**config.mk**
```make
export PLATFORM = sky130hd
export DESIGN_NAME = double_ended_queue_unit
export DESIGN_NICKNAME = d
export VERILOG_FILES = /design/src/dequ_pkg.sv /design/src/dequ_store.sv /design/src/dequ_ctrl.sv /design/src/double_ended_queue_unit.sv
export VERILOG_INCLUDE_DIRS = /design/src /design/src/src
export SDC_FILE = /design/constraint.sdc
export NUM_CORES = 1
export LEC_CHECK = 0
export BUFFER_PORTS_ARGS = -buffer_cell sky130_fd_sc_hd__buf_4
export CORE_MARGIN = 5
export CORE_UTILIZATION = 40
export DETAILED_ROUTE_END_ITERATION = 8
export HOLD_SLACK_MARGIN = 0.1
export PLACE_DENSITY = 0.55
export SETUP_SLACK_MARGIN = 0.4
export SLEW_MARGIN = 20
export SYNTH_ARGS = -nofsm -noshare
export SYNTH_HDL_FRONTEND = slang
export SYNTH_HIERARCHICAL = 1
export SYNTH_SLANG_ARGS = --single-unit
```
**constraint.sdc**
```tcl
create_clock -name clk -period 5.75 [get_ports clk]
set_input_delay 1.15 -clock clk [delete_from_list [all_inputs] [get_ports clk]]
set_output_delay 1.15 -clock clk [all_outputs]
set_load 0.1 [all_outputs]
```
**src/assert_macros.svh**
```systemverilog
// assertion macros for the deque rtl
`ifndef ASSERT_MACROS_SVH
`define ASSERT_MACROS_SVH

// checked only outside reset
`define DEQU_ASSERT(name, prop, msg) \
    name: assert property (@(posedge clk) disable iff (!rst_n) prop) else $error(msg);

// checked at every edge, reset included
`define DEQU_ASSERT_ALWAYS(name, prop, msg) \
    name: assert property (@(posedge clk) prop) else $error(msg);

`endif

```
**src/dequ_pkg.sv**
```systemverilog
// operation codes and widths shared by the deque rtl
package dequ_pkg;

    localparam int KIND_W = 3;

    typedef logic [KIND_W-1:0] kind_t;

    localparam kind_t KIND_PUSH_FRONT = 3'd0;
    localparam kind_t KIND_PUSH_REAR  = 3'd1;
    localparam kind_t KIND_POP_FRONT  = 3'd2;
    localparam kind_t KIND_POP_REAR   = 3'd3;
    localparam kind_t KIND_CLEAR      = 3'd4;

endpackage

```
**src/dequ_store.sv**
```systemverilog
// element ring store, one write port and one registered read port
module dequ_store #(
    parameter int DEPTH      = 16,
    parameter int DATA_WIDTH = 32,
    parameter int AW         = 4
) (
    input  logic                  clk,
    input  logic                  we,
    input  logic [AW-1:0]         waddr,
    input  logic [DATA_WIDTH-1:0] wdata,
    input  logic                  re,
    input  logic [AW-1:0]         raddr,
    output logic [DATA_WIDTH-1:0] rdata
);

    logic [DATA_WIDTH-1:0] mem [DEPTH];
    logic [DATA_WIDTH-1:0] rdata_reg;

    always_ff @(posedge clk)
    begin
        if (we)
        begin
            mem[waddr] <= wdata;
        end
    end

    always_ff @(posedge clk)
    begin
        if (re)
        begin
            rdata_reg <= mem[raddr];
        end
    end

    assign rdata = rdata_reg;

endmodule

```
**src/dequ_ctrl.sv**
```systemverilog
// deque index, count and sequencing logic with the result register
`include "assert_macros.svh"

module dequ_ctrl
    import dequ_pkg::*;
#(
    parameter int DEPTH      = 16,
    parameter int DATA_WIDTH = 32,
    parameter int AW         = 4,
    parameter int CW         = 5
) (
    input  logic                  clk,
    input  logic                  rst_n,
    input  logic                  in_valid,
    output logic                  in_ready,
    input  kind_t                 kind,
    input  logic [DATA_WIDTH-1:0] push_value,
    output logic                  out_valid,
    input  logic                  out_ready,
    output logic [DATA_WIDTH-1:0] pop_value,
    output logic                  underflow,
    output logic                  overflow,
    output logic [CW-1:0]         occupancy,
    output logic                  is_empty,
    output logic                  mem_we,
    output logic [AW-1:0]         mem_waddr,
    output logic [DATA_WIDTH-1:0] mem_wdata,
    output logic                  mem_re,
    output logic [AW-1:0]         mem_raddr,
    input  logic [DATA_WIDTH-1:0] mem_rdata
);

    typedef enum logic {S_IDLE, S_READ} state_t;

    state_t                state_reg;
    logic [AW-1:0]         head_reg, head_next;
    logic [AW-1:0]         tail_reg, tail_next;
    logic [CW-1:0]         count_reg, count_next;
    logic                  out_valid_reg;
    logic [DATA_WIDTH-1:0] pop_value_reg;
    logic                  underflow_reg;
    logic                  overflow_reg;
    logic [CW-1:0]         occupancy_reg;

    logic          accept;
    logic          full;
    logic          empty;
    logic          under;
    logic          over;
    logic [AW-1:0] head_inc, head_dec, tail_inc, tail_dec;

    assign in_ready = (state_reg == S_IDLE) && (!out_valid_reg || out_ready);
    assign accept   = in_valid && in_ready;

    assign full  = (count_reg == CW'(DEPTH));
    assign empty = (count_reg == '0);

    assign head_inc = (head_reg == AW'(DEPTH - 1)) ? '0 : head_reg + 1'b1;
    assign head_dec = (head_reg == '0) ? AW'(DEPTH - 1) : head_reg - 1'b1;
    assign tail_inc = (tail_reg == AW'(DEPTH - 1)) ? '0 : tail_reg + 1'b1;
    assign tail_dec = (tail_reg == '0) ? AW'(DEPTH - 1) : tail_reg - 1'b1;

    assign mem_wdata = push_value;

    always_comb
    begin
        head_next  = head_reg;
        tail_next  = tail_reg;
        count_next = count_reg;
        under      = 1'b0;
        over       = 1'b0;
        mem_we     = 1'b0;
        mem_waddr  = head_dec;
        mem_re     = 1'b0;
        mem_raddr  = head_reg;
        unique case (kind)
            KIND_PUSH_FRONT:
            begin
                if (full)
                begin
                    over = 1'b1;
                end
                else
                begin
                    mem_we     = accept;
                    mem_waddr  = head_dec;
                    head_next  = head_dec;
                    count_next = count_reg + 1'b1;
                end
            end
            KIND_PUSH_REAR:
            begin
                if (full)
                begin
                    over = 1'b1;
                end
                else
                begin
                    mem_we     = accept;
                    mem_waddr  = tail_reg;
                    tail_next  = tail_inc;
                    count_next = count_reg + 1'b1;
                end
            end
            KIND_POP_FRONT:
            begin
                if (empty)
                begin
                    under = 1'b1;
                end
                else
                begin
                    mem_re     = accept;
                    mem_raddr  = head_reg;
                    head_next  = head_inc;
                    count_next = count_reg - 1'b1;
                end
            end
            KIND_POP_REAR:
            begin
                if (empty)
                begin
                    under = 1'b1;
                end
                else
                begin
                    mem_re     = accept;
                    mem_raddr  = tail_dec;
                    tail_next  = tail_dec;
                    count_next = count_reg - 1'b1;
                end
            end
            KIND_CLEAR:
            begin
                head_next  = '0;
                tail_next  = '0;
                count_next = '0;
            end
            default:
            begin
            end
        endcase
    end

    always_ff @(posedge clk or negedge rst_n)
    begin
        if (!rst_n)
        begin
            state_reg     <= S_IDLE;
            head_reg      <= '0;
            tail_reg      <= '0;
            count_reg     <= '0;
            out_valid_reg <= 1'b0;
            pop_value_reg <= '0;
            underflow_reg <= 1'b0;
            overflow_reg  <= 1'b0;
            occupancy_reg <= '0;
        end
        else
        begin
            unique case (state_reg)
                S_IDLE:
                begin
                    if (accept)
                    begin
                        head_reg      <= head_next;
                        tail_reg      <= tail_next;
                        count_reg     <= count_next;
                        occupancy_reg <= count_next;
                        underflow_reg <= under;
                        overflow_reg  <= over;
                        pop_value_reg <= '0;
                        if (mem_re)
                        begin
                            // result waits for the store read
                            state_reg     <= S_READ;
                            out_valid_reg <= 1'b0;
                        end
                        else
                        begin
                            out_valid_reg <= 1'b1;
                        end
                    end
                    else if (out_valid_reg && out_ready)
                    begin
                        out_valid_reg <= 1'b0;
                    end
                end
                S_READ:
                begin
                    pop_value_reg <= mem_rdata;
                    out_valid_reg <= 1'b1;
                    state_reg     <= S_IDLE;
                end
                default:
                begin
                    state_reg <= S_IDLE;
                end
            endcase
        end
    end

    assign out_valid = out_valid_reg;
    assign pop_value = pop_value_reg;
    assign underflow = underflow_reg;
    assign overflow  = overflow_reg;
    assign occupancy = occupancy_reg;
    assign is_empty  = (occupancy_reg == '0);

    `DEQU_ASSERT(a_count_bound, count_reg <= CW'(DEPTH), "element count above depth")
    `DEQU_ASSERT(a_no_rw_overlap, !(mem_we && mem_re), "store written and read together")
    `DEQU_ASSERT(a_read_slot_free, (state_reg == S_READ) |-> !out_valid_reg, "result slot busy during read")
    `DEQU_ASSERT(a_read_delivers, (state_reg == S_READ) |=> (out_valid_reg && state_reg == S_IDLE), "pop result not loaded after read")
    `DEQU_ASSERT(a_flags_exclusive, out_valid_reg |-> !(underflow_reg && overflow_reg), "both flags raised")

endmodule

```
**src/double_ended_queue_unit.sv**
```systemverilog
// top level of the bounded double-ended queue
//
// input channel: in_valid/in_ready carry kind and push_value; kind selects
// push front, push rear, pop front, pop rear or clear, other codes do nothing
// output channel: out_valid/out_ready carry one result per input beat:
// pop_value, underflow, overflow, occupancy and is_empty after the operation
// result timing: a push, clear, empty pop or unused code gives its result in
// the cycle after the input beat; a pop that removes an element first passes
// through S_READ, since the element comes from the synchronous store read port
// throughput: one beat per cycle for non-pop operations while results are
// taken; a pop that returns an element holds in_ready low while in S_READ
// a new beat is taken while the previous result is being taken in the same
// cycle; while the receiver stalls with a result held, in_ready stays low
// reset: the queue is empty, indices and count are zero, no result is pending;
// the store contents are not cleared and are never read before being written
module double_ended_queue_unit
    import dequ_pkg::*;
#(
    parameter int DEPTH      = 16,
    parameter int DATA_WIDTH = 32
) (
    input  logic                          clk,
    input  logic                          rst_n,
    input  logic                          in_valid,
    output logic                          in_ready,
    input  logic [KIND_W-1:0]             kind,
    input  logic [DATA_WIDTH-1:0]         push_value,
    output logic                          out_valid,
    input  logic                          out_ready,
    output logic [DATA_WIDTH-1:0]         pop_value,
    output logic                          underflow,
    output logic                          overflow,
    output logic [$clog2(DEPTH+1)-1:0]    occupancy,
    output logic                          is_empty
);

    localparam int AW = $clog2(DEPTH);
    localparam int CW = $clog2(DEPTH + 1);

    logic                  mem_we;
    logic [AW-1:0]         mem_waddr;
    logic [DATA_WIDTH-1:0] mem_wdata;
    logic                  mem_re;
    logic [AW-1:0]         mem_raddr;
    logic [DATA_WIDTH-1:0] mem_rdata;

    dequ_ctrl #(
        .DEPTH      (DEPTH),
        .DATA_WIDTH (DATA_WIDTH),
        .AW         (AW),
        .CW         (CW)
    ) u_ctrl (
        .clk        (clk),
        .rst_n      (rst_n),
        .in_valid   (in_valid),
        .in_ready   (in_ready),
        .kind       (kind_t'(kind)),
        .push_value (push_value),
        .out_valid  (out_valid),
        .out_ready  (out_ready),
        .pop_value  (pop_value),
        .underflow  (underflow),
        .overflow   (overflow),
        .occupancy  (occupancy),
        .is_empty   (is_empty),
        .mem_we     (mem_we),
        .mem_waddr  (mem_waddr),
        .mem_wdata  (mem_wdata),
        .mem_re     (mem_re),
        .mem_raddr  (mem_raddr),
        .mem_rdata  (mem_rdata)
    );

    dequ_store #(
        .DEPTH      (DEPTH),
        .DATA_WIDTH (DATA_WIDTH),
        .AW         (AW)
    ) u_store (
        .clk   (clk),
        .we    (mem_we),
        .waddr (mem_waddr),
        .wdata (mem_wdata),
        .re    (mem_re),
        .raddr (mem_raddr),
        .rdata (mem_rdata)
    );

endmodule
```
==> results of run 1 <==
stage by stage:
stage | worst slack [ps] | utilization (%) | hold slack, ps | instances | instance area, sq um
floorplan | 549 | - | 430 | 1178 | 23000
global placement | 1250 | 42.9 | 433 | 1972 | 24600
detailed placement | 1130 | 42.9 | 444 | 1972 | 24600
CTS | 1680 | 46.6 | 459 | 2084 | 26700
global route | 1330 | 46.6 | 498 | 2085 | 26800
finish | 1680 | 46.6 | 456 | 2085 | 26800
critical path, cell delays in order, from the launching register on:
cell     delay (ps)
dfrtp_1         480
nor4_2          620
nand2_1         150
nand3_1         290
nor2_1           80
a31oi_1         610
nand2_1         430
nor2_4          690
buf_4           380
per-layer routing:
layer / track usage (%) / wire (microns) / vias to the layer above
met4: 4.15 / 997 / 2
met3: 2.91 / 2900 / 69
li1: - / - / 4912
met2: 26.6 / 25000 / 321
met1: 24.7 / 23900 / 6062
met5: 0 / 20 / -
power breakdown:
part | internal (uW) | leakage [uW] | switching [uW]
registers | 4990 | 0.00554 | 132
logic | 1430 | 0.00230 | 2100
clock network | 2470 | 0.00102 | 1630
total | 8900 | 0.00887 | 3860
final cells by class:
type                    instances  area share, %
repair buffers                123           3.85
inverters                      11          0.154
well taps                     765           3.58
clock inverters                33           1.79
flip-flops and latches        593           65.7
clock buffers                  79           6.03
multi-input cells             481           18.9
synth_stat cells, types with 2 or more instances:
cell type,n,area [sq um]
buf_4,41,308
a21oi_1,15,75.1
xor2_1,3,26.3
nand2b_1,6,37.5
nand3b_1,4,30.0
nor3_1,10,50.1
o211ai_1,2,15.0
edfxtp_1,544,16300
a22oi_1,65,488
or3b_2,2,17.5
a31oi_1,2,12.5
xnor2_1,4,35.0
a22o_1,2,17.5
o22ai_1,2,12.5
nand2_1,117,439
o21ai_1,2,10.0
buf_1,11,41.3
ha_1,7,87.6
o21ai_0,39,195
o31ai_1,5,37.5
nor2_1,26,97.6
a21o_1,3,22.5
clkbuf_1,29,109
inv_1,10,37.5
and2_1,2,12.5
or3b_1,2,17.5
nand3_1,4,20.0
mux4_2,128,2880
a211oi_1,3,22.5
dfrtp_1,49,1230
buf_2,12,60.1
nor2b_1,3,18.8
o21a_1,2,15.0
logic make-up after synthesis:
group,share of synthesized area [%]
multiplexers,12.6
buffers and inverters,2.43
AND/OR/NAND/NOR,3.56
flip-flops,76.3
adder cells (fa/ha/maj),0.424
AO/OA/AOI/OAI,4.44
XOR/XNOR,0.266
final timing paths:
kind                       cells past startpoint                   end  slack [ps]           startpoint
max                                            8     u_store/mem[3][9]        1680  u_ctrl/occupancy[1]
min                                            2  u_ctrl/pop_value[10]         460    u_store/rdata[10]
max reg2reg                                    8     u_store/mem[3][9]        1680  u_ctrl/occupancy[1]
min reg2reg                                    2  u_ctrl/pop_value[10]         460    u_store/rdata[10]
max in group asynchronous                      1      u_ctrl/state_reg        4520                rst_n
min in group asynchronous                      1  u_ctrl/pop_value[25]         640                rst_n
==> results.md, run 1 <==
* Status: complete, no violations
* Area taken by multi-input logic gates at 5070 sq um
* Synthesized net count at 1224
* Largest net degree at the start of global routing at 66
* Via/cell ratio at 5.45
* Worst Tran Pin Value at 977 ps
* Insertion delay to the later sink of the worst-skew pair at 630 ps
* CTS tree: yes
* Top FF cell, synth: edfxtp_1
* Leakage power at 0.00887 uW
* Most common cell after layout, fill and taps aside: edfxtp_1
* Synth-to-Final Area Change at 16.2%
* Number of max-cap violations at 0
* Clk sinks at 593
* Vias in the first global route at 11700
* Initial Util at 40.1%
* # rows at 88
* Die Y at 250 microns
* Synth warn at 6
* H-Tree Depth at 2
* Worst-path clk slew at 60 ps
* Pins Over Slew Limit at 0
* DR pass1 iterations at 5
* Synth Area per Inst at 19.5 sq um
* Mapped Area at 23000 sq um
* Post-Synthesis Cells at 1178
* Sequential Area at 17600 sq um
* Endpoint class of the critical path: register
* Max VDD drop at 0.354 mV
* Global Route Usage Sum at 16.8%
* Die Area at 62500 sq um
* PortBufs at 80
* Fillers at 4830
* Crit Path Class: reg2reg
* Maximum root-to-sink buffer count at 3
* I/O pin count at 81
* Worst Hold Class: reg2reg
* WL final at 52800 microns
* Post-synth EDFFs at 544
* Via count at 11400
* RSZ-0062 raised after global routing: no
* DP HPWL at 29000 microns
* Setup repair bufs after CTS at 0
* Final ANT Viol Nets at 0
* Number of synthesized register bits at 593
* Layout cells sized above 1 at 28.6%
* Max_slew headroom at 34.7%
* Netlist cell types at 55
* Commonest cells after routing, fill and taps aside: edfxtp_1, mux4_2, nand2_1, buf_4, a22oi_1
* WL/cell at 25.3 microns
* Sequential area share after synthesis at 76.3%
* Final Hold Fails at 0
* Final routed DRC violation total at 0
* Total power at 12800 uW
* Tmin final at 4070 ps
* NumNets Final at 1316
* Grt total ovfl at 0
* Largest register FFs at 512
* # diodes at 0
* Req. time, crit path at 6040 ps
* GP Congestion at 0.764
* Clock buffers created by TritonCTS at 60
* CTS Root Cell: clkbuf_16
* F_max at 0.245 GHz
* Initial DRC count at 945
* Cts hold-fix bufs at 0
* Worst Path Arrival at 4370 ps
* Die width at 250 microns
* Setup tns final at 0 ps
* Initial antenna violation count at 2
* CTS resizes at 0
* Startpoint types: register
* Critical Path Fanout Max at 12
* First-pass GRT wire length at 78900 microns
* Final period util at 70.9%
* P per Cell Area at 477 nW/um^2
* Clock skew at 30.9 ps
* FFs w/ async S/R, synth at 8.26%
* Final count of negative-setup-slack endpoints at 0
* Core Region at 57400 sq um
(Power assumes the default switching activity.)
==> run 2, diff against run 1 <==
--- a/config.mk
+++ b/config.mk
@@ -6,12 +6,13 @@
 export SDC_FILE = /design/constraint.sdc
 export NUM_CORES = 1
 export LEC_CHECK = 0
+export ABC_AREA = 1
 export BUFFER_PORTS_ARGS = -buffer_cell sky130_fd_sc_hd__buf_4
 export CORE_MARGIN = 5
 export CORE_UTILIZATION = 40
 export DETAILED_ROUTE_END_ITERATION = 8
 export HOLD_SLACK_MARGIN = 0.1
-export PLACE_DENSITY = 0.55
+export PLACE_DENSITY = 0.56
 export SETUP_SLACK_MARGIN = 0.4
 export SLEW_MARGIN = 20
 export SYNTH_ARGS = -nofsm -noshare
==> constraint.sdc (replaced) <==
create_clock -name clk -period 3.7 [get_ports clk]
set_input_delay 0.74 -clock clk [delete_from_list [all_inputs] [get_ports clk]]
set_output_delay 0.74 -clock clk [all_outputs]
set_load 0.1 [all_outputs]
==> results.md, run 2 <==
* F_max at 0.334 GHz
* Most common cell after layout, fill and taps aside: nand2_1 (was edfxtp_1)
* WL/cell at 18.5 microns (was 25.3 microns)
* CTS tree: yes (unchanged)
* Worst Tran Pin Value at 681 ps (was 977 ps)
* Most numerous cell in the Yosys netlist: nand2_1 (was edfxtp_1)
* Worst Path Arrival at 2250 ps (was 4370 ps)
* Synth area leaders: edfxtp_1, nand2_1, nand3_1 (was edfxtp_1, mux4_2, dfrtp_1)
* NumNets Final at 2616 (was 1316)
* Top cell type's share of synthesized area at 62.9% (was 70.9%)
* Clk sinks at 593 (unchanged)
* Largest net degree at the start of global routing at 98 (was 66)
* Switch share at 37.0% (was 30.3%)
* Netlist cell types at 28 (was 55)
* Final period util at 80.9%
* WL final at 64200 microns (was 52800 microns)
* GP Congestion at 0.801 (was 0.764)
* Synth warn at 6 (unchanged)
* Final count of negative-setup-slack endpoints at 0 (unchanged)
* Leakage power at 0.0128 uW (was 0.00887 uW)
* Clock power share at 28.6% (was 32.2%)
* Via count at 16900 (was 11400)
* Worst Setup SP: u_ctrl/occupancy[1] (unchanged)
* Cts hold-fix bufs at 0 (unchanged)
* Number of max-cap violations at 0 (unchanged)
* Final ANT Viol Nets at 0 (unchanged)
* Critical Path Fanout Max at 6 (was 12)
* Grt total ovfl at 0 (unchanged)
* Most frequent cells after synthesis: nand2_1, edfxtp_1, nand3_1 (was edfxtp_1, mux4_2, nand2_1)
* Initial DRC count at 1473 (was 945)
* H-Tree Depth at 2 (unchanged)
* Die width at 265 microns (was 250 microns)
* FFs w/ async S/R, synth at 8.26% (unchanged)
* Crit Path Class: reg2out (was reg2reg)
* Number of synthesized register bits at 593 (unchanged)
* Cell-internal power at 13700 uW (was 8900 uW)
* Hold Slack at 128 ps (was 456 ps)
* Vias in the first global route at 16100 (was 11700)
* Final Hold Fails at 0 (unchanged)
* # rows at 93 (was 88)
* Tmin final at 2990 ps
* Global Route Usage Sum at 18.1% (was 16.8%)
* RSZ-0062 raised after global routing: no (unchanged)
* Commonest cells after routing, fill and taps aside: nand2_1, edfxtp_1, nand3_1, inv_1, buf_4 (was edfxtp_1, mux4_2, nand2_1, buf_4, a22oi_1)
* Largest register FFs at 512 (unchanged)
* Synth Area per Inst at 10.3 sq um (was 19.5 sq um)
* Top FF cell, synth: edfxtp_1 (unchanged)
* Post-synth EDFFs at 544 (unchanged)
* Status: complete, no violations (unchanged)
* DP HPWL at 35300 microns (was 29000 microns)
* Die Area at 70100 sq um (was 62500 sq um)
* Pins Over Slew Limit at 0 (unchanged)
* Initial antenna violation count at 3 (was 2)
* Core Region at 64300 sq um (was 57400 sq um)
* I/O pin count at 81 (unchanged)
* Fillers at 5901 (was 4830)
* CTS resizes at 0 (unchanged)
* Insertion delay to the later sink of the worst-skew pair at 620 ps (was 630 ps)
* Synthesized net count at 2564 (was 1224)
* Setup repair bufs after CTS at 0 (unchanged)
* Power share of the combinational group at 34.6% (was 27.7%)
* Mapped Area at 26000 sq um (was 23000 sq um)
* Sequential area share after synthesis at 67.6% (was 76.3%)
* Die Y at 265 microns (was 250 microns)
* Synth area leader: edfxtp_1 (unchanged)
* Via/cell ratio at 4.87 (was 5.45)
* NetSw at 8070 uW (was 3860 uW)
* Max VDD drop at 0.520 mV (was 0.354 mV)
* Synth-to-Final Area Change at 14.1% (was 16.2%)
* Worst-path clk slew at 60 ps (about the same)
* First-pass GRT wire length at 98000 microns (was 78900 microns)
* Final routed DRC violation total at 0 (unchanged)
* Maximum root-to-sink buffer count at 3 (unchanged)
* Sequential power share at 36.7% (was 40.2%)
* Setup tns final at 0 ps (unchanged)
* Clock skew at 15.3 ps (was 30.9 ps)
* Max_slew headroom at 54.6% (was 34.7%)
* Layout cells sized above 1 at 10.1% (was 28.6%)
* Startpoint types: register (unchanged)
* Worst Hold Class: in2async (was reg2reg)
* Post-Synthesis Cells at 2518 (was 1178)
* PortBufs at 80 (unchanged)
* CTS Root Cell: clkbuf_16 (unchanged)
* P per Cell Area at 736 nW/um^2 (was 477 nW/um^2)
* FF-to-FF Start: u_ctrl/occupancy[1] (unchanged)
* Initial Util at 40.4% (was 40.1%)
* Endpoint class of the critical path: output pin (was register)
* DR pass1 iterations at 5 (unchanged)
* Clock buffers created by TritonCTS at 60 (unchanged)
* Req. time, crit path at 2960 ps (was 6040 ps)
* Fin util at 46.1% (was 46.6%)
==> run 2: metal layers <==
metal / vias up / share of wire, % / global-route usage, %
met5: - / 0.019 / 0
met4: 2 / 1.8 / 3.86
met3: 85 / 5.6 / 3.04
met2: 435 / 47 / 29.7
met1: 8216 / 45 / 25.5
li1: 8206 / - / -
==> run 2: path summary, 6_finish.rpt <==
path	end	slack (ps)	cells past startpoint
worst min register to register	u_ctrl/pop_value[29]	440	2
worst min-delay path	u_ctrl/pop_value[4]	130	1
worst max register to register	u_store/mem[13][13]	730	8
max in group asynchronous	u_ctrl/pop_value[30]	3120	1
min in group clk	u_store/mem[11][6]	420	1
worst max-delay path	is_empty	710	4
==> run 2: power groups by stage <==
stage / registers [uW] / logic [uW] / clock network (uW)
finish: 8010 / 7550 / 6250
global route: 8040 / 8360 / 6660
CTS: 8010 / 7600 / 6380
detailed placement: 8150 / 7570 / 0
global placement: 8140 / 7490 / 0
floorplan: 8720 / 4890 / 0
==> run 2: logic make-up after synthesis <==
kind of cell	after synthesis	share of synthesized area, %
and+or+nand+nor	1314	21.4
AOI/OAI and AO/OA	22	0.458
xor gates and xnor gates	7	0.236
DFF	593	67.6
buffers and inverters	575	9.99
adders and majority gates	7	0.337
==> run 2: cell type report <==
type	count	area [sq um]	area share, %
Sequential cell	593	17600	59.3
Antenna cell	2	5.00	0.0169
Clock buffer	68	1530	5.17
Timing Repair Buffer	139	1370	4.62
Clock inverter	43	495	1.67
Multi-Input combinational cell	1350	6000	20.2
Inverter	426	1610	5.43
Tap cell	855	1070	3.61
==> run 2: worst max-delay path: stages, from the launching register on <==
cell and delay, ps:
dfrtp_1 460, nor2_1 260, nand3_1 210, inv_1 340
buf_4 370
==> run 2: per-stage QoR <==
stage,total power (uW),std cells,setup WS (ps),instance area (sq um)
detailed placement,15700,3363,401,27600
global placement,15600,3363,460,27600
global route,23100,3474,577,29600
CTS,22000,3474,671,29600
finish,21800,3476,706,29600
floorplan,13600,2518,-106,26000
==> run 3, diff against run 2 <==
--- a/config.mk
+++ b/config.mk
@@ -12,7 +12,7 @@
 export CORE_UTILIZATION = 40
 export DETAILED_ROUTE_END_ITERATION = 8
 export HOLD_SLACK_MARGIN = 0.1
-export PLACE_DENSITY = 0.56
+export PLACE_DENSITY = 0.54
 export SETUP_SLACK_MARGIN = 0.4
 export SLEW_MARGIN = 20
 export SYNTH_ARGS = -nofsm -noshare
==> constraint.sdc (replaced) <==
create_clock -name clk -period 2.9 [get_ports clk]
set_input_delay 0.58 -clock clk [delete_from_list [all_inputs] [get_ports clk]]
set_output_delay 0.58 -clock clk [all_outputs]
set_load 0.1 [all_outputs]
==> results.md, run 3 (synthesized netlist as in run 2, its figures left out) <==
* Max_slew headroom at 55.9% (was 54.6%)
* Die width at 265 microns (unchanged)
* I/O pin count at 81 (unchanged)
* Final count of negative-setup-slack endpoints at 0 (unchanged)
* Grt total ovfl at 0 (unchanged)
* Final setup margin at 460 ps (was 706 ps)
* # rows at 93 (unchanged)
* Commonest cells after routing, fill and taps aside: nand2_1, edfxtp_1, nand3_1, inv_1, buf_4 (unchanged)
* Crit path cell chain: inv_2 > ha_2 > nand2_1 > o21ai_2 > nand2_2 > o22ai_4 > buf_12 > buf_16 > buf_12 > nand2_1 > nand3_1 > nand3_1 > nand3_1 > nand2_1 (was nor2_1 > nand3_1 > inv_1 > buf_4)
* Largest net degree at the start of global routing at 61 (was 98)
* Largest register FFs at 512 (unchanged)
* Hold Crit Start: push_value[29]
* Pins Over Slew Limit at 0 (unchanged)
* Crit Path Class: reg2reg (was reg2out)
* Area taken by multi-input logic gates at 6130 sq um (was 6000 sq um)
* PortBufs at 80 (unchanged)
* Final routed DRC violation total at 0 (unchanged)
* Worst Hold Class: in2reg (was in2async)
* Maximum root-to-sink buffer count at 3 (unchanged)
* Sequential Area at 17600 sq um (about the same)
* P per Cell Area at 962 nW/um^2 (was 736 nW/um^2)
* Clock skew at 20.1 ps (was 15.3 ps)
* Synth-to-Final Area Change at 20.0% (was 14.1%)
* Setup tns final at 0 ps (unchanged)
* Core Region at 64300 sq um (unchanged)
* Clk sinks at 593 (unchanged)
* Endpoint class of the critical path: register (was output pin)
* Layout cells sized above 1 at 14.0% (was 10.1%)
* Worst Tran Pin Value at 662 ps (was 681 ps)
* Worst Hold Depth at 1
* CTS tree: yes (unchanged)
* Non-filler cells, final at 3557 (was 3476)
* Hold Slack at 269 ps (was 128 ps)
* DR pass1 iterations at 5 (unchanged)
* Global Route Usage Sum at 19.4% (was 18.1%)
* R2r setup slk at 460 ps (was 730 ps)
* Die Area at 70100 sq um (unchanged)
* DP HPWL at 39300 microns (was 35300 microns)
* Reg-to-Reg End: u_store/rdata[6] (was u_store/mem[13][13])
* WL/cell at 20.3 microns (was 18.5 microns)
* GP Congestion at 0.812 (was 0.801)
* Status: complete, no violations (unchanged)
* CP max-delay cell: dfrtp_1 (unchanged)
* NumNets Final at 2695 (was 2616)
* Final ANT Viol Nets at 0 (unchanged)
* Worst-path clk slew at 60 ps (about the same)
* Leakage power at 0.0134 uW (was 0.0128 uW)
* Final Hold Fails at 0 (unchanged)
* Initial antenna violation count at 6 (was 3)
* WL final at 72200 microns (was 64200 microns)
* Vias in the first global route at 17000 (was 16100)
* Insertion delay to the later sink of the worst-skew pair at 610 ps (was 620 ps)
* Placed insts at 3386 (was 3363)
* CTS Root Cell: clkbuf_16 (unchanged)
* First-pass GRT wire length at 105000 microns (was 98000 microns)
* H-Tree Depth at 3 (was 2)
* Total power at 30000 uW (was 21800 uW)
* Startpoint types: register (unchanged)
* DP Worst Slack at 144 ps (was 401 ps)
* # diodes at 0 (was 2)
* Tmin final at 2440 ps
* Final period util at 84.1%
* Endpoint, Worst Hold: u_store/mem[2][29]
* FF-to-FF Start: u_ctrl/tail_reg[0] (was u_ctrl/occupancy[1])
* Crit path largest cell delay at 410 ps (was 460 ps)
* RSZ-0062 raised after global routing: yes (was no)
* Fillers at 5801 (was 5901)
* Initial DRC count at 1435 (was 1473)
* Critical Path Fanout Max at 31 (was 6)
* Max VDD drop at 0.579 mV (was 0.520 mV)
* Die Y at 265 microns (unchanged)
* CP Buf/Inv Count at 4 (was 2)
* Number of max-cap violations at 0 (unchanged)
* Via count at 17900 (was 16900)
* Via/cell ratio at 5.04 (was 4.87)
* Register-to-Register Path Depth at 14 (was 8)
* Most common cell after layout, fill and taps aside: nand2_1 (unchanged)
* Initial Util at 40.4% (unchanged)
* F_max at 0.410 GHz
* Clock buffers created by TritonCTS at 67 (was 60)
* Worst Path Arrival at 2800 ps (was 2250 ps)
* Req. time, crit path at 3260 ps (was 2960 ps)
* Crit path max-delay family: buffers and inverters (unchanged)
* Critical path depth at 14 (was 4)
-- run 3: worst max path at each step --
stage | start | to
final | u_ctrl/tail_reg[0] | u_store/rdata[6]
after global routing | u_ctrl/occupancy[0] | u_store/rdata[11]
after CTS | u_ctrl/head_reg[0] | u_store/mem[13][24]
after detailed placement | u_ctrl/tail_reg[0] | u_store/rdata[14]
after global placement | kind[1] | u_store/mem[5][11]
after floorplan | u_ctrl/occupancy[0] | u_store/mem[4][0]
-- run 3: cell type report --
class / count / area share, %
Clock buffer: 90 / 5.99
Clock inverter: 32 / 0.867
Inverter: 426 / 5.21
Multi-Input combinational cell: 1350 / 19.6
Sequential cell: 593 / 56.4
Tap cell: 855 / 3.43
Timing Repair Buffer: 211 / 8.47
-- run 3: report_power, final --
group	leakage (uW)	switching (uW)	internal, uW
Clock	0.00104	3390	4820
Sequential	0.00554	295	9980
Combinational	0.00683	7500	4010
Total	0.0134	11200	18800
-- run 3: metal layers --
layer  track usage [%]  share of wire, %
met4              4.83               1.8
met5                 0             0.068
met3              2.90               6.6
met2              31.1                46
met1              28.1                45
-- run 3: repair_timing --
action                                  CTS  global route
pin swaps                                 6             7
gates resized for setup                   6            43
endpoints found under the setup margin  133           527
hold buffers                              1             0
buffers inserted                         16            14
endpoints found under the hold margin    49             0
gates cloned                              3            15
-- run 3: through the flow --
stage                     utilization [%]  area [sq um]
final                                48.5         31200
after global routing                 48.5         31200
after CTS                            47.5         30600
after detailed placement             43.7         28100
after global placement               43.7         28100
after floorplan                         -         26200
